<file path="src/hw/rtl/pnsp_pkg.sv">
// Shared types and constants for the nearest-segment plan pruner.
// Used by pnsp_ctrl, pnsp_dp and polyline_nearest_segment_prune_top.
package pnsp_pkg;

  localparam int COORD_W = 24;           // signed waypoint coordinate
  localparam int IDX_W   = 5;            // waypoint index / prune count
  localparam int DIFF_W  = 25;           // coordinate difference
  localparam int OPND_W  = 26;           // multiplier operand
  localparam int PROD_W  = 2 * OPND_W;   // multiplier product / accumulators
  localparam int DIST_W  = 52;           // squared distance
  localparam int FRAC_W  = 16;           // fraction bits of t
  localparam int T_W     = FRAC_W + 1;   // t in 0..1.0
  localparam int STEP_W  = 4;

  localparam logic [T_W-1:0]    T_ONE    = T_W'(1) << FRAC_W;
  localparam logic [STEP_W-1:0] MUL_LAST = STEP_W'(6);
  localparam logic [STEP_W-1:0] DIV_LAST = STEP_W'(FRAC_W - 1);

  localparam logic CMD_START = 1'b0;
  localparam logic CMD_POINT = 1'b1;

  typedef enum logic [2:0] {
    S_IDLE,
    S_ROUTE,
    S_MUL,
    S_CLASSIFY,
    S_DIV,
    S_TMUL,
    S_UPDATE,
    S_FINISH
  } state_t;

  typedef enum logic [3:0] {
    OP_NONE = 4'd0,
    OP_VXX,
    OP_VYY,
    OP_VZZ,
    OP_WXV,
    OP_WYV,
    OP_WZV,
    OP_TVX,
    OP_TVY,
    OP_TVZ,
    OP_DXX,
    OP_DYY,
    OP_DZZ
  } mul_op_t;

  typedef struct packed {
    logic    load;
    logic    set_t0;
    logic    set_t1;
    logic    div_start;
    logic    div_step;
    logic    update;
    logic    emit;
    mul_op_t op;
  } ctrl_cmd_t;

  typedef struct packed {
    logic is_point;
    logic seg_en;
    logic last;
    logic vsq_zero;
    logic dot_le0;
    logic dot_ge;
    logic out_free;
  } dp_status_t;

endpackage

</file>
<file path="src/hw/rtl/polyline_nearest_segment_prune_top.sv">
// Nearest-segment plan pruner, top level.
// Depends on pnsp_pkg, pnsp_ctrl and pnsp_dp.
//
// Takes one request at a time. A start request and a waypoint that closes
// no segment only pass through routing; a zero-length segment stops after
// the squared-length and dot products; a segment whose projection clamps
// to an end adds the projection and distance products; an interior
// projection also runs the 16-step restoring divider for t. A waypoint
// marked last then loads the result register once any earlier result is
// taken; the result holds until taken while the next request is already
// accepted. Per-segment cost is set by the single shared 26x26 multiplier
// (up to twelve products per segment) and the one-bit-per-cycle divider.
module polyline_nearest_segment_prune_top #(
  parameter int SEARCH_DEPTH = 30
) (
  input  logic                                clk,
  input  logic                                rst,
  input  logic                                in_valid,
  output logic                                in_ready,
  input  logic                                command,
  input  logic signed [pnsp_pkg::COORD_W-1:0] pos_x,
  input  logic signed [pnsp_pkg::COORD_W-1:0] pos_y,
  input  logic signed [pnsp_pkg::COORD_W-1:0] pos_z,
  input  logic                                last_point,
  output logic                                out_valid,
  input  logic                                out_ready,
  output logic [pnsp_pkg::IDX_W-1:0]          prune_count
);
  import pnsp_pkg::*;

  ctrl_cmd_t  cmd;
  dp_status_t status;

  pnsp_ctrl u_ctrl (
    .clk      (clk),
    .rst      (rst),
    .in_valid (in_valid),
    .in_ready (in_ready),
    .status   (status),
    .cmd      (cmd)
  );

  pnsp_dp #(
    .SEARCH_DEPTH (SEARCH_DEPTH)
  ) u_dp (
    .clk         (clk),
    .rst         (rst),
    .cmd         (cmd),
    .status      (status),
    .command     (command),
    .pos_x       (pos_x),
    .pos_y       (pos_y),
    .pos_z       (pos_z),
    .last_point  (last_point),
    .out_valid   (out_valid),
    .out_ready   (out_ready),
    .prune_count (prune_count)
  );

endmodule

</file>
<file path="src/hw/rtl/pnsp_ctrl.sv">
// Sequencer for the nearest-segment plan pruner.
// Depends on pnsp_pkg; drives pnsp_dp through ctrl_cmd_t.
module pnsp_ctrl (
  input  logic                  clk,
  input  logic                  rst,
  input  logic                  in_valid,
  output logic                  in_ready,
  input  pnsp_pkg::dp_status_t  status,
  output pnsp_pkg::ctrl_cmd_t   cmd
);
  import pnsp_pkg::*;

  state_t              state, state_next;
  logic [STEP_W-1:0]   step, step_next;

  always_ff @(posedge clk) begin
    if (rst) begin
      state <= S_IDLE;
      step  <= '0;
    end else begin
      state <= state_next;
      step  <= step_next;
    end
  end

  always_comb begin
    state_next    = state;
    step_next     = step;
    in_ready      = 1'b0;
    cmd.load      = 1'b0;
    cmd.set_t0    = 1'b0;
    cmd.set_t1    = 1'b0;
    cmd.div_start = 1'b0;
    cmd.div_step  = 1'b0;
    cmd.update    = 1'b0;
    cmd.emit      = 1'b0;
    cmd.op        = OP_NONE;
    unique case (state)
      S_IDLE: begin
        in_ready = 1'b1;
        step_next = '0;
        if (in_valid) begin
          cmd.load   = 1'b1;
          state_next = S_ROUTE;
        end
      end
      S_ROUTE: begin
        if (!status.is_point) state_next = S_IDLE;
        else if (status.seg_en) state_next = S_MUL;
        else if (status.last) state_next = S_FINISH;
        else state_next = S_IDLE;
      end
      S_MUL: begin
        unique case (step)
          STEP_W'(0): cmd.op = OP_VXX;
          STEP_W'(1): cmd.op = OP_VYY;
          STEP_W'(2): cmd.op = OP_VZZ;
          STEP_W'(3): cmd.op = OP_WXV;
          STEP_W'(4): cmd.op = OP_WYV;
          STEP_W'(5): cmd.op = OP_WZV;
          default:    cmd.op = OP_NONE;
        endcase
        if (step == MUL_LAST) begin
          step_next  = '0;
          state_next = S_CLASSIFY;
        end else begin
          step_next = step + STEP_W'(1);
        end
      end
      S_CLASSIFY: begin
        if (status.vsq_zero) begin
          state_next = status.last ? S_FINISH : S_IDLE;
        end else if (status.dot_le0) begin
          cmd.set_t0 = 1'b1;
          state_next = S_TMUL;
        end else if (status.dot_ge) begin
          cmd.set_t1 = 1'b1;
          state_next = S_TMUL;
        end else begin
          cmd.div_start = 1'b1;
          state_next    = S_DIV;
        end
      end
      S_DIV: begin
        cmd.div_step = 1'b1;
        if (step == DIV_LAST) begin
          step_next  = '0;
          state_next = S_TMUL;
        end else begin
          step_next = step + STEP_W'(1);
        end
      end
      S_TMUL: begin
        unique case (step)
          STEP_W'(0): cmd.op = OP_TVX;
          STEP_W'(1): cmd.op = OP_TVY;
          STEP_W'(2): cmd.op = OP_TVZ;
          STEP_W'(3): cmd.op = OP_DXX;
          STEP_W'(4): cmd.op = OP_DYY;
          STEP_W'(5): cmd.op = OP_DZZ;
          default:    cmd.op = OP_NONE;
        endcase
        if (step == MUL_LAST) begin
          step_next  = '0;
          state_next = S_UPDATE;
        end else begin
          step_next = step + STEP_W'(1);
        end
      end
      S_UPDATE: begin
        cmd.update = 1'b1;
        state_next = status.last ? S_FINISH : S_IDLE;
      end
      S_FINISH: begin
        if (status.out_free) begin
          cmd.emit   = 1'b1;
          state_next = S_IDLE;
        end
      end
      default: state_next = S_IDLE;
    endcase
  end

  assert property (@(posedge clk) disable iff (rst)
    (state == S_DIV && step == DIV_LAST) |=> (state == S_TMUL && step == '0))
    else $error("divider did not hand over to projection");

  assert property (@(posedge clk) disable iff (rst)
    cmd.emit |-> status.last)
    else $error("result emitted for a request not marked last");

  assert property (@(posedge clk) disable iff (rst)
    cmd.load |=> !in_ready)
    else $error("second request taken while one is in work");

endmodule

</file>
<file path="src/hw/rtl/pnsp_dp.sv">
// Datapath: plan state, shared 26x26 multiplier, restoring t divider,
// best-segment compare and output register. Depends on pnsp_pkg.
module pnsp_dp #(
  parameter int SEARCH_DEPTH = 30
) (
  input  logic                               clk,
  input  logic                               rst,
  input  pnsp_pkg::ctrl_cmd_t                cmd,
  output pnsp_pkg::dp_status_t               status,
  input  logic                               command,
  input  logic signed [pnsp_pkg::COORD_W-1:0] pos_x,
  input  logic signed [pnsp_pkg::COORD_W-1:0] pos_y,
  input  logic signed [pnsp_pkg::COORD_W-1:0] pos_z,
  input  logic                               last_point,
  output logic                               out_valid,
  input  logic                               out_ready,
  output logic [pnsp_pkg::IDX_W-1:0]         prune_count
);
  import pnsp_pkg::*;

  localparam logic [IDX_W-1:0] MAX_IDX = IDX_W'(SEARCH_DEPTH);

  logic signed [COORD_W-1:0] robot_x, robot_y, robot_z;
  logic signed [COORD_W-1:0] prev_x, prev_y, prev_z;
  logic [IDX_W-1:0]          points_seen;
  logic [DIST_W-1:0]         best_dist_sq;
  logic [IDX_W-1:0]          best_index;

  logic [IDX_W-1:0]          seg_idx;
  logic                      seg_en, is_point, last_r;
  logic signed [DIFF_W-1:0]  vx, vy, vz, wx, wy, wz, dx, dy, dz;
  logic signed [OPND_W-1:0]  mul_a, mul_b;
  logic signed [PROD_W-1:0]  prod, v_sq, dot;
  mul_op_t                   prod_op;
  logic [DIST_W-1:0]         d_sq, rem, rem_shift;
  logic [T_W-1:0]            t;
  logic signed [PROD_W:0]    dot2, vsq_ext;
  logic                      behind, closer;

  function automatic logic signed [DIFF_W-1:0] proj_diff(
    input logic signed [DIFF_W-1:0] w,
    input logic signed [PROD_W-1:0] p
  );
    logic signed [PROD_W-1:0] adj;
    logic signed [PROD_W-1:0] off;
    logic signed [DIFF_W:0]   d;
    adj = p[PROD_W-1] ? (p + PROD_W'((1 << FRAC_W) - 1)) : p;
    off = adj >>> FRAC_W;
    d   = (DIFF_W+1)'(w) - (DIFF_W+1)'(off);
    return d[DIFF_W-1:0];
  endfunction

  always_comb begin
    mul_a = '0;
    mul_b = '0;
    case (cmd.op)
      OP_VXX: begin mul_a = OPND_W'(vx); mul_b = OPND_W'(vx); end
      OP_VYY: begin mul_a = OPND_W'(vy); mul_b = OPND_W'(vy); end
      OP_VZZ: begin mul_a = OPND_W'(vz); mul_b = OPND_W'(vz); end
      OP_WXV: begin mul_a = OPND_W'(wx); mul_b = OPND_W'(vx); end
      OP_WYV: begin mul_a = OPND_W'(wy); mul_b = OPND_W'(vy); end
      OP_WZV: begin mul_a = OPND_W'(wz); mul_b = OPND_W'(vz); end
      OP_TVX: begin mul_a = signed'(OPND_W'(t)); mul_b = OPND_W'(vx); end
      OP_TVY: begin mul_a = signed'(OPND_W'(t)); mul_b = OPND_W'(vy); end
      OP_TVZ: begin mul_a = signed'(OPND_W'(t)); mul_b = OPND_W'(vz); end
      OP_DXX: begin mul_a = OPND_W'(dx); mul_b = OPND_W'(dx); end
      OP_DYY: begin mul_a = OPND_W'(dy); mul_b = OPND_W'(dy); end
      OP_DZZ: begin mul_a = OPND_W'(dz); mul_b = OPND_W'(dz); end
      default: begin mul_a = '0; mul_b = '0; end
    endcase
  end

  assign rem_shift = {rem[DIST_W-2:0], 1'b0};
  assign dot2      = {dot, 1'b0};
  assign vsq_ext   = {v_sq[PROD_W-1], v_sq};
  assign behind    = dot2 >= vsq_ext;
  assign closer    = d_sq < best_dist_sq;

  // multiplier stage, then accumulate on the registered op
  always_ff @(posedge clk) begin
    if (rst) begin
      prod_op <= OP_NONE;
    end else begin
      prod_op <= cmd.op;
    end
    prod <= mul_a * mul_b;
    case (prod_op)
      OP_VXX: v_sq <= prod;
      OP_VYY, OP_VZZ: v_sq <= v_sq + prod;
      OP_WXV: dot <= prod;
      OP_WYV, OP_WZV: dot <= dot + prod;
      OP_TVX: dx <= proj_diff(wx, prod);
      OP_TVY: dy <= proj_diff(wy, prod);
      OP_TVZ: dz <= proj_diff(wz, prod);
      OP_DXX: d_sq <= DIST_W'(unsigned'(prod));
      OP_DYY, OP_DZZ: d_sq <= d_sq + DIST_W'(unsigned'(prod));
      default: ;
    endcase
  end

  // t: clamp or 16-step restoring division dot / v_sq
  always_ff @(posedge clk) begin
    if (cmd.set_t0) begin
      t <= '0;
    end else if (cmd.set_t1) begin
      t <= T_ONE;
    end else if (cmd.div_start) begin
      t   <= '0;
      rem <= DIST_W'(unsigned'(dot));
    end else if (cmd.div_step) begin
      if (rem_shift >= DIST_W'(unsigned'(v_sq))) begin
        rem <= rem_shift - DIST_W'(unsigned'(v_sq));
        t   <= {t[T_W-2:0], 1'b1};
      end else begin
        rem <= rem_shift;
        t   <= {t[T_W-2:0], 1'b0};
      end
    end
  end

  // per-request latches
  always_ff @(posedge clk) begin
    if (cmd.load && command == CMD_POINT) begin
      vx      <= DIFF_W'(pos_x) - DIFF_W'(prev_x);
      vy      <= DIFF_W'(pos_y) - DIFF_W'(prev_y);
      vz      <= DIFF_W'(pos_z) - DIFF_W'(prev_z);
      wx      <= DIFF_W'(robot_x) - DIFF_W'(prev_x);
      wy      <= DIFF_W'(robot_y) - DIFF_W'(prev_y);
      wz      <= DIFF_W'(robot_z) - DIFF_W'(prev_z);
      seg_idx <= points_seen - IDX_W'(1);
    end
  end

  // plan state and output register
  always_ff @(posedge clk) begin
    if (rst) begin
      robot_x      <= '0;
      robot_y      <= '0;
      robot_z      <= '0;
      prev_x       <= '0;
      prev_y       <= '0;
      prev_z       <= '0;
      points_seen  <= '0;
      best_dist_sq <= '1;
      best_index   <= '0;
      seg_en       <= 1'b0;
      is_point     <= 1'b0;
      last_r       <= 1'b0;
      out_valid    <= 1'b0;
    end else begin
      if (cmd.load) begin
        if (command == CMD_START) begin
          robot_x      <= pos_x;
          robot_y      <= pos_y;
          robot_z      <= pos_z;
          points_seen  <= '0;
          best_dist_sq <= '1;
          best_index   <= '0;
          is_point     <= 1'b0;
          seg_en       <= 1'b0;
          last_r       <= 1'b0;
        end else begin
          prev_x   <= pos_x;
          prev_y   <= pos_y;
          prev_z   <= pos_z;
          is_point <= 1'b1;
          last_r   <= last_point;
          seg_en   <= (points_seen != '0) && (points_seen < MAX_IDX);
          if (points_seen < MAX_IDX) begin
            points_seen <= points_seen + IDX_W'(1);
          end
        end
      end
      if (cmd.update && closer) begin
        best_dist_sq <= d_sq;
        best_index   <= behind ? seg_idx + IDX_W'(1) : seg_idx;
      end
      if (cmd.emit) begin
        out_valid    <= 1'b1;
        points_seen  <= '0;
        best_dist_sq <= '1;
        best_index   <= '0;
      end else if (out_ready) begin
        out_valid <= 1'b0;
      end
    end
  end

  always_ff @(posedge clk) begin
    if (cmd.emit) begin
      prune_count <= best_index;
    end
  end

  assign status.is_point = is_point;
  assign status.seg_en   = seg_en;
  assign status.last     = last_r;
  assign status.vsq_zero = (v_sq == '0);
  assign status.dot_le0  = dot[PROD_W-1] || (dot == '0);
  assign status.dot_ge   = (dot >= v_sq);
  assign status.out_free = !out_valid || out_ready;

  assert property (@(posedge clk) disable iff (rst)
    best_index <= points_seen)
    else $error("best index ahead of waypoints seen");

  assert property (@(posedge clk) disable iff (rst)
    (points_seen == '0) |-> (best_dist_sq == '1))
    else $error("search not cleared");

  assert property (@(posedge clk) disable iff (rst)
    cmd.emit |-> (!out_valid || out_ready))
    else $error("result overwrites pending result");

  assert property (@(posedge clk) disable iff (rst)
    cmd.update |-> (t <= T_ONE))
    else $error("projection parameter out of range");

endmodule
</file>
<file path="config.mk">
export PLATFORM = sky130hd
export DESIGN_NAME = polyline_nearest_segment_prune_top
export DESIGN_NICKNAME = d
export VERILOG_FILES = /design/src/hw/rtl/pnsp_pkg.sv /design/src/hw/rtl/polyline_nearest_segment_prune_top.sv /design/src/hw/rtl/pnsp_ctrl.sv /design/src/hw/rtl/pnsp_dp.sv
export SDC_FILE = /design/constraint.sdc
export NUM_CORES = 2
export LEC_CHECK = 0
export ABC_AREA = 1
export BUFFER_PORTS_ARGS = -buffer_cell sky130_fd_sc_hd__buf_4
export CAP_MARGIN = 20
export CORE_ASPECT_RATIO = 0.75
export CORE_MARGIN = 1.5
export CORE_UTILIZATION = 40
export CTS_BUF_LIST = sky130_fd_sc_hd__clkbuf_2 sky130_fd_sc_hd__clkbuf_4 sky130_fd_sc_hd__clkbuf_8
export DETAILED_ROUTE_END_ITERATION = 16
export GPL_TIMING_DRIVEN = 0
export MAX_ROUTING_LAYER = met4
export PLACE_DENSITY = 0.66
export SYNTH_ARGS = -nofsm -noshare
export SYNTH_HDL_FRONTEND = slang
export SYNTH_SLANG_ARGS = --single-unit
</file>
<file path="constraint.sdc">
create_clock -name clk -period 7.55 [get_ports clk]
set_input_delay 0 -clock clk [delete_from_list [all_inputs] [get_ports clk]]
set_output_delay 0 -clock clk [all_outputs]
set_load 0.03 [all_outputs]
</file>
* Word level (Yosys, flattened, before mapping)
Cells that the tools add are included.
** Operators by class
- $add $sub $neg :: 18
- Multiply operators :: 1
- Order comparisons :: 5
- Eq/ne operators :: 45
- Mux-type cells :: 58
- Bitwise gates (word level) :: 3
- Reduce and logical (&&, ||, !) cells :: 35
** Operators with widths (count)
- $pmux W52 S2 :: 3
- $pmux W26 S10 :: 1
- $add A52 B52 Y52 :: 3
- $mux W52 :: 3
- $pmux W26 S6 :: 1
- $mux W51 :: 3
- $sub A24 B24 Y25 :: 6
- $ge A52 B52 Y1 :: 2
- $logic_not A52 Y1 :: 2
- $sub A25 B25 Y25 :: 3
- $ge A53 B52 Y1 :: 1
- $lt A52 B52 Y1 :: 1
- $mul A26 B26 Y52 :: 1
- $mux W17 :: 3
- $sub A51 B51 Y51 :: 1
- $eq A4 B3 Y1 const B :: 11
- $eq A4 B4 Y1 const B :: 11
- $add A41 B17 Y41 const B :: 1
- $mux W41 :: 1
- $mux W3 :: 11
- $mux W5 :: 6
- $eq A4 B2 Y1 const B :: 6
- $pmux W3 S8 :: 1
- $pmux W4 S6 :: 1
- other kinds (30) :: 82
** Word-level totals
- Bits in registers :: 732
- Input bits :: 78
- Output and inout bits :: 7
- Word-level logic and storage cells :: 199

* Longest topological paths before layout
- Word-level depth :: 7
- Depth in mapped cells :: 45
- Mapped depth without buffers :: 43

* Cells and area by module
From an unflattened synthesis, not the netlist that was laid out.
** Second synthesis, totals
- Cells, all modules :: 10871
- Area total of the unflattened synthesis :: 82175.1 um^2
** Modules (own cells, without submodules)
- pnsp_dp :: instances 1, cells an instance 10732, area an instance 81381.8 um^2, seq. area each 18938.2 um^2
- pnsp_ctrl :: instances 1, cells an instance 139, area an instance 793.3 um^2, seq. area each 140.1 um^2

* Least setup slack after synthesis
Ideal clock, no wire load.
- Kind :: reg-to-reg
- Start :: register u_ctrl.step[0]
- End :: register u_dp.prod[46]
- Arrival :: 7495 ps
- Slack :: -65 ps
- Stages on the path, launching flop included :: 38
- Buffers on the path :: 1
- Period minus slack after synthesis :: 7615 ps
- Cells stage by stage :: dfxtp_1 > inv_1 > ha_1 > inv_1 > o21ai_0 > nand2_4 > inv_4 > nand2_4 > nor2_1 > inv_2 > nand3_4 > buf_2 > nand2_1 > nand4_2 > inv_1 > nor2_1 > inv_1 > fa_1 > [... 2 more ...] > inv_1 > fa_1 > fa_1 > fa_1 > inv_1 > fa_1 > inv_1 > fa_1 > inv_1 > ha_1 > nand2_1 > nor2_1 > inv_1 > nor4_1 > nand3_1 > nand3_1 > a21oi_1 > xnor2_1
** Between the ends
- Cells in the longest elaborated chain, start to end :: 7
- Elaborated cells on any way between the ends :: 28
- Classes of those cells :: 1 x mul; 17 x eq/ne; 5 x mux; 5 x reduce/logical
** RTL lines
- from (decl) :: line pnsp_ctrl.sv:14 : logic [STEP_W-1:0] step, step_next;
- from (signal assigned) :: line pnsp_ctrl.sv:22 : step <= step_next;
- $eq A4 B3 Y1 (tied with other cells) :: line pnsp_ctrl.sv:54, pnsp_ctrl.sv:94
- $pmux W4 S6 or $pmux W3 S6 (tied branches) :: line pnsp_ctrl.sv:94, pnsp_ctrl.sv:54
- $pmux W4 S2 * :: line pnsp_ctrl.sv:38 : unique case (state)
- $eq A4 B3 Y1 (tied with other cells) :: line pnsp_dp.sv:56 : case (cmd.op)
- $reduce_or A3 Y1 (no source line)
- $pmux W26 S10 or $pmux W26 S6 (tied branches) :: line pnsp_dp.sv:56
- $mul A26 B26 Y52 * :: line pnsp_dp.sv:86 : prod <= mul_a * mul_b;
- to (signal assigned) :: line pnsp_dp.sv:86
- to (decl) :: line pnsp_dp.sv:33 : logic signed [PROD_W-1:0] prod, v_sq, dot;
Every way passes the cells marked *; elsewhere a longest branch is shown, timed or not.
A chain may end at the register's enable or synchronous reset.

* Final worst setup path
- Start :: register u_ctrl.step[1]
- End :: register u_dp.prod[49]
Same word-level chain as after synthesis.

==> impl_metrics.yaml <==
status:
  failed_checks: "negative setup slack"
  run_status: "finished with violations"
yosys:
  synthesis.area_per_instance_um2: 7.452
  yosysSeqAreaShare_pct: 22.78
  synth-edff-count: 442
  synth.net_count: 12750
  postSynth.topFlopCell: "edfxtp_1"
  synth_area_um2: 83730
  synthDistinctLibCells: 66
  synth_warnings: 0
  syn-instance-count: 11237
  ys_seq_elements: 732
  async_reset_ff_share_pct: 0
worst_setup_path:
  path_buf_inv: 8
  crit_slowest_cell: "fa_1"
  critical_path_arrival_ns: 9.19
  critical_path.endpoint_type: "register"
  timing.setup.critical_path_class: "register to register"
  timing.critical_path.max_delay_family: "adder cells"
  critPathMostFrequentCell: "fa_1"
  critical_path_required_ns: 8.33
  cpPeakStageDelay_ns: 0.68
  crit_path_max_fanout: 10
  worst-r2r-setup-slack_ns: -0.86
  worstSetupStartpointType: "register"
floorplan:
  design.core.area_um2: 208100
  start_util_pct: 40.24
  dieHeight_um: 399.2
  die_area_um2: 212100
  pin_count: 85
  die_width_um: 531.3
  placementRows: 145
drt:
  avgViaCountPerCell: 5.503
  drt_pre_antenna_iters: 8
  total_via_count_in_the_routed_design: 82755
  routedWlPerCell_um: 24.31
  routed_wl_mm: 365.5
  post-route-drc-count: 0
  drtAntennaViolNets: 0
  drt_first_iter_violations: 10451
final_layout:
  area.growth.synth_to_final_pct: 21.71
  layout_common_cells: "2,500 x nand2_1, 1,816 x inv_1, 1,001 x nor2_1"
  final_nets: 13626
  layout_commonest_cell: "nand2_1"
  finalNonFillerCells: 15038
  layout-drive-gt1-share_pct: 13.26
  nFillCells: 20574
hold_path:
  worstHoldPathType: "input port to register"
sta:
  final.min_clock_period_ns: 8.414
  fmax_mhz: 118.9
  holdWs_ns: 0.1292
  grt_setup_unrepaired: "yes"
  report.final.slew_viol_count: 0
  finClkSkew_ns: 0.06129
  finalSetupViolCount: 37
  final.setup.tns_ns: -21.92
  fin_crit_sh_pct: 111.4
  post_route_worst_setup_slack_ns: -0.8638
  hold_violations: 0
  timing.slew.headroom_pct: 12.97
  tightest_slew_ns: 1.304
clocking:
  tritoncts.num_buffers: 139
  cts.clk_slew.worst_paths_ns: 0.06
  cts.sinks: 732
  h_tree_lvl_count: 4
  clock-root-buffer: "clkbuf_8"
  clock_insertion_delay_worst_skew_ns: 0.94
  clock_path_buffers: 3
  cts_tree: "yes"
pwr:
  p_leak_nw: 48.82
  vdd_ir_drop_max_v: 0.0001925
  power.density_nw_per_um2: 109.2
grt:
  grt.overflow.total: 0
  wire_length_of_the_first_global_routing_pass_mm: 518.8
  first_global_vias: 76745
  grt_start_max_net_pins: 72
  grt_use_total_pct: 34.35
  antenna_violations_before_repair: 22
place:
  placement.io_buffers: 84
  place.gp.congestion: 1.073
  place.detailed.instances: 14132
  hpwlAfterDp_mm: 289.6
run:
  max-cap-violations: 0
## worst reg2reg max path: cells and delay by family, from the launching register on
kind / cells / cell delay, ns
fa+ha+maj: 9 / 4.30
simple gates: 11 / 1.79
buf+inv: 8 / 0.92
compound gates: 4 / 0.74
flops: 1 / 0.37
xor+xnor: 1 / 0.18
## what timing repair did
item	in CTS	in global routing
pin swaps	209	234
gates resized for setup	853	388
hold buffers	192	0
gates cloned	4	7
hold endpoints to repair	317	0
setup buffers	269	169
setup endpoints to repair	41	39
## cell families after synthesis
family / after synthesis / share of synthesized area, %
AND/OR/NAND/NOR: 4667 / 23.40
buffers and inverters: 2220 / 10.42
AO/OA/AOI/OAI: 1827 / 11.89
adder cells (fa/ha/maj): 1435 / 27.78
flip-flops: 732 / 22.78
XOR/XNOR: 356 / 3.724
## cells in the mapped netlist (98+ instances only)
cell,count,share of area (%)
a21oi_1,764,4.6
buf_2,98,0.59
clkbuf_1,107,0.48
dfxtp_1,290,6.9
edfxtp_1,442,16
fa_1,707,17
ha_1,728,11
inv_1,1928,8.6
nand2_1,2639,12
nand3_1,493,2.9
nand4_1,153,1.1
nor2_1,1062,4.8
nor3_1,109,0.65
o21ai_0,729,4.4
xnor2_1,129,1.3
xor2_1,227,2.4
## sequential cells by signal (all words and copies together) (netlist names), 51 cells and up
name / flops
u_dp.best_dist_sq: 52
u_dp.prod: 52
u_dp.rem: 51
u_dp.v_sq: 52
u_dp.dot: 52
u_dp.d_sq: 52
## metal layers
layer  share of wire (%)  GRT usage [%]
met1                  45          49.76
met2                  39          45.33
met3                  13          10.53
met4                 3.1          9.213
met5                   0              -
## path summary, 6_finish.rpt
check,from,cells after the start,end
hold / removal,pos_y[23],5,u_dp.vy[24]
hold reg to reg,u_dp.best_index[2],0,u_dp.prune_count[2]
setup reg to reg,u_ctrl.step[1],33,u_dp.prod[49]
setup / recovery,u_ctrl.step[1],33,u_dp.prod[49]
## cell type report
class	count	area, um^2	area share [%]
inverter	1962	7532	7.391
antenna	20	50.05	0.04911
multi-input combinational	8285	58970	57.87
clock inverter	61	559.3	0.5488
clock buffer	192	2417	2.372
buffer	253	2328	2.285
timing repair buffer	740	7466	7.326
tap	2793	3495	3.429
sequential	732	19090	18.73
## power breakdown
group / leakage [nW] / switching, mW / total, mW / internal, mW
Clock: 1.56 / 2.05 / 4.37 / 2.32
Combinational: 40.9 / 1.32 / 2.08 / 0.757
Sequential: 6.39 / 0.198 / 4.68 / 4.48
## metrics by stage
stage / setup slack, ns / power (mW) / util (%) / instance area [um^2]
after floorplan: 0.005114 / 5.929 / - / 83740
after global placement: -2.750 / 6.641 / 42.22 / 87860
after detailed placement: -2.644 / 6.638 / 42.42 / 88270
after CTS: -0.7271 / 11.10 / 47.54 / 98920
after global routing: -1.007 / 11.54 / 48.97 / 101900
final: -0.8638 / 11.13 / 48.97 / 101900
No activity file was read; power rests on OpenSTA's default activity.
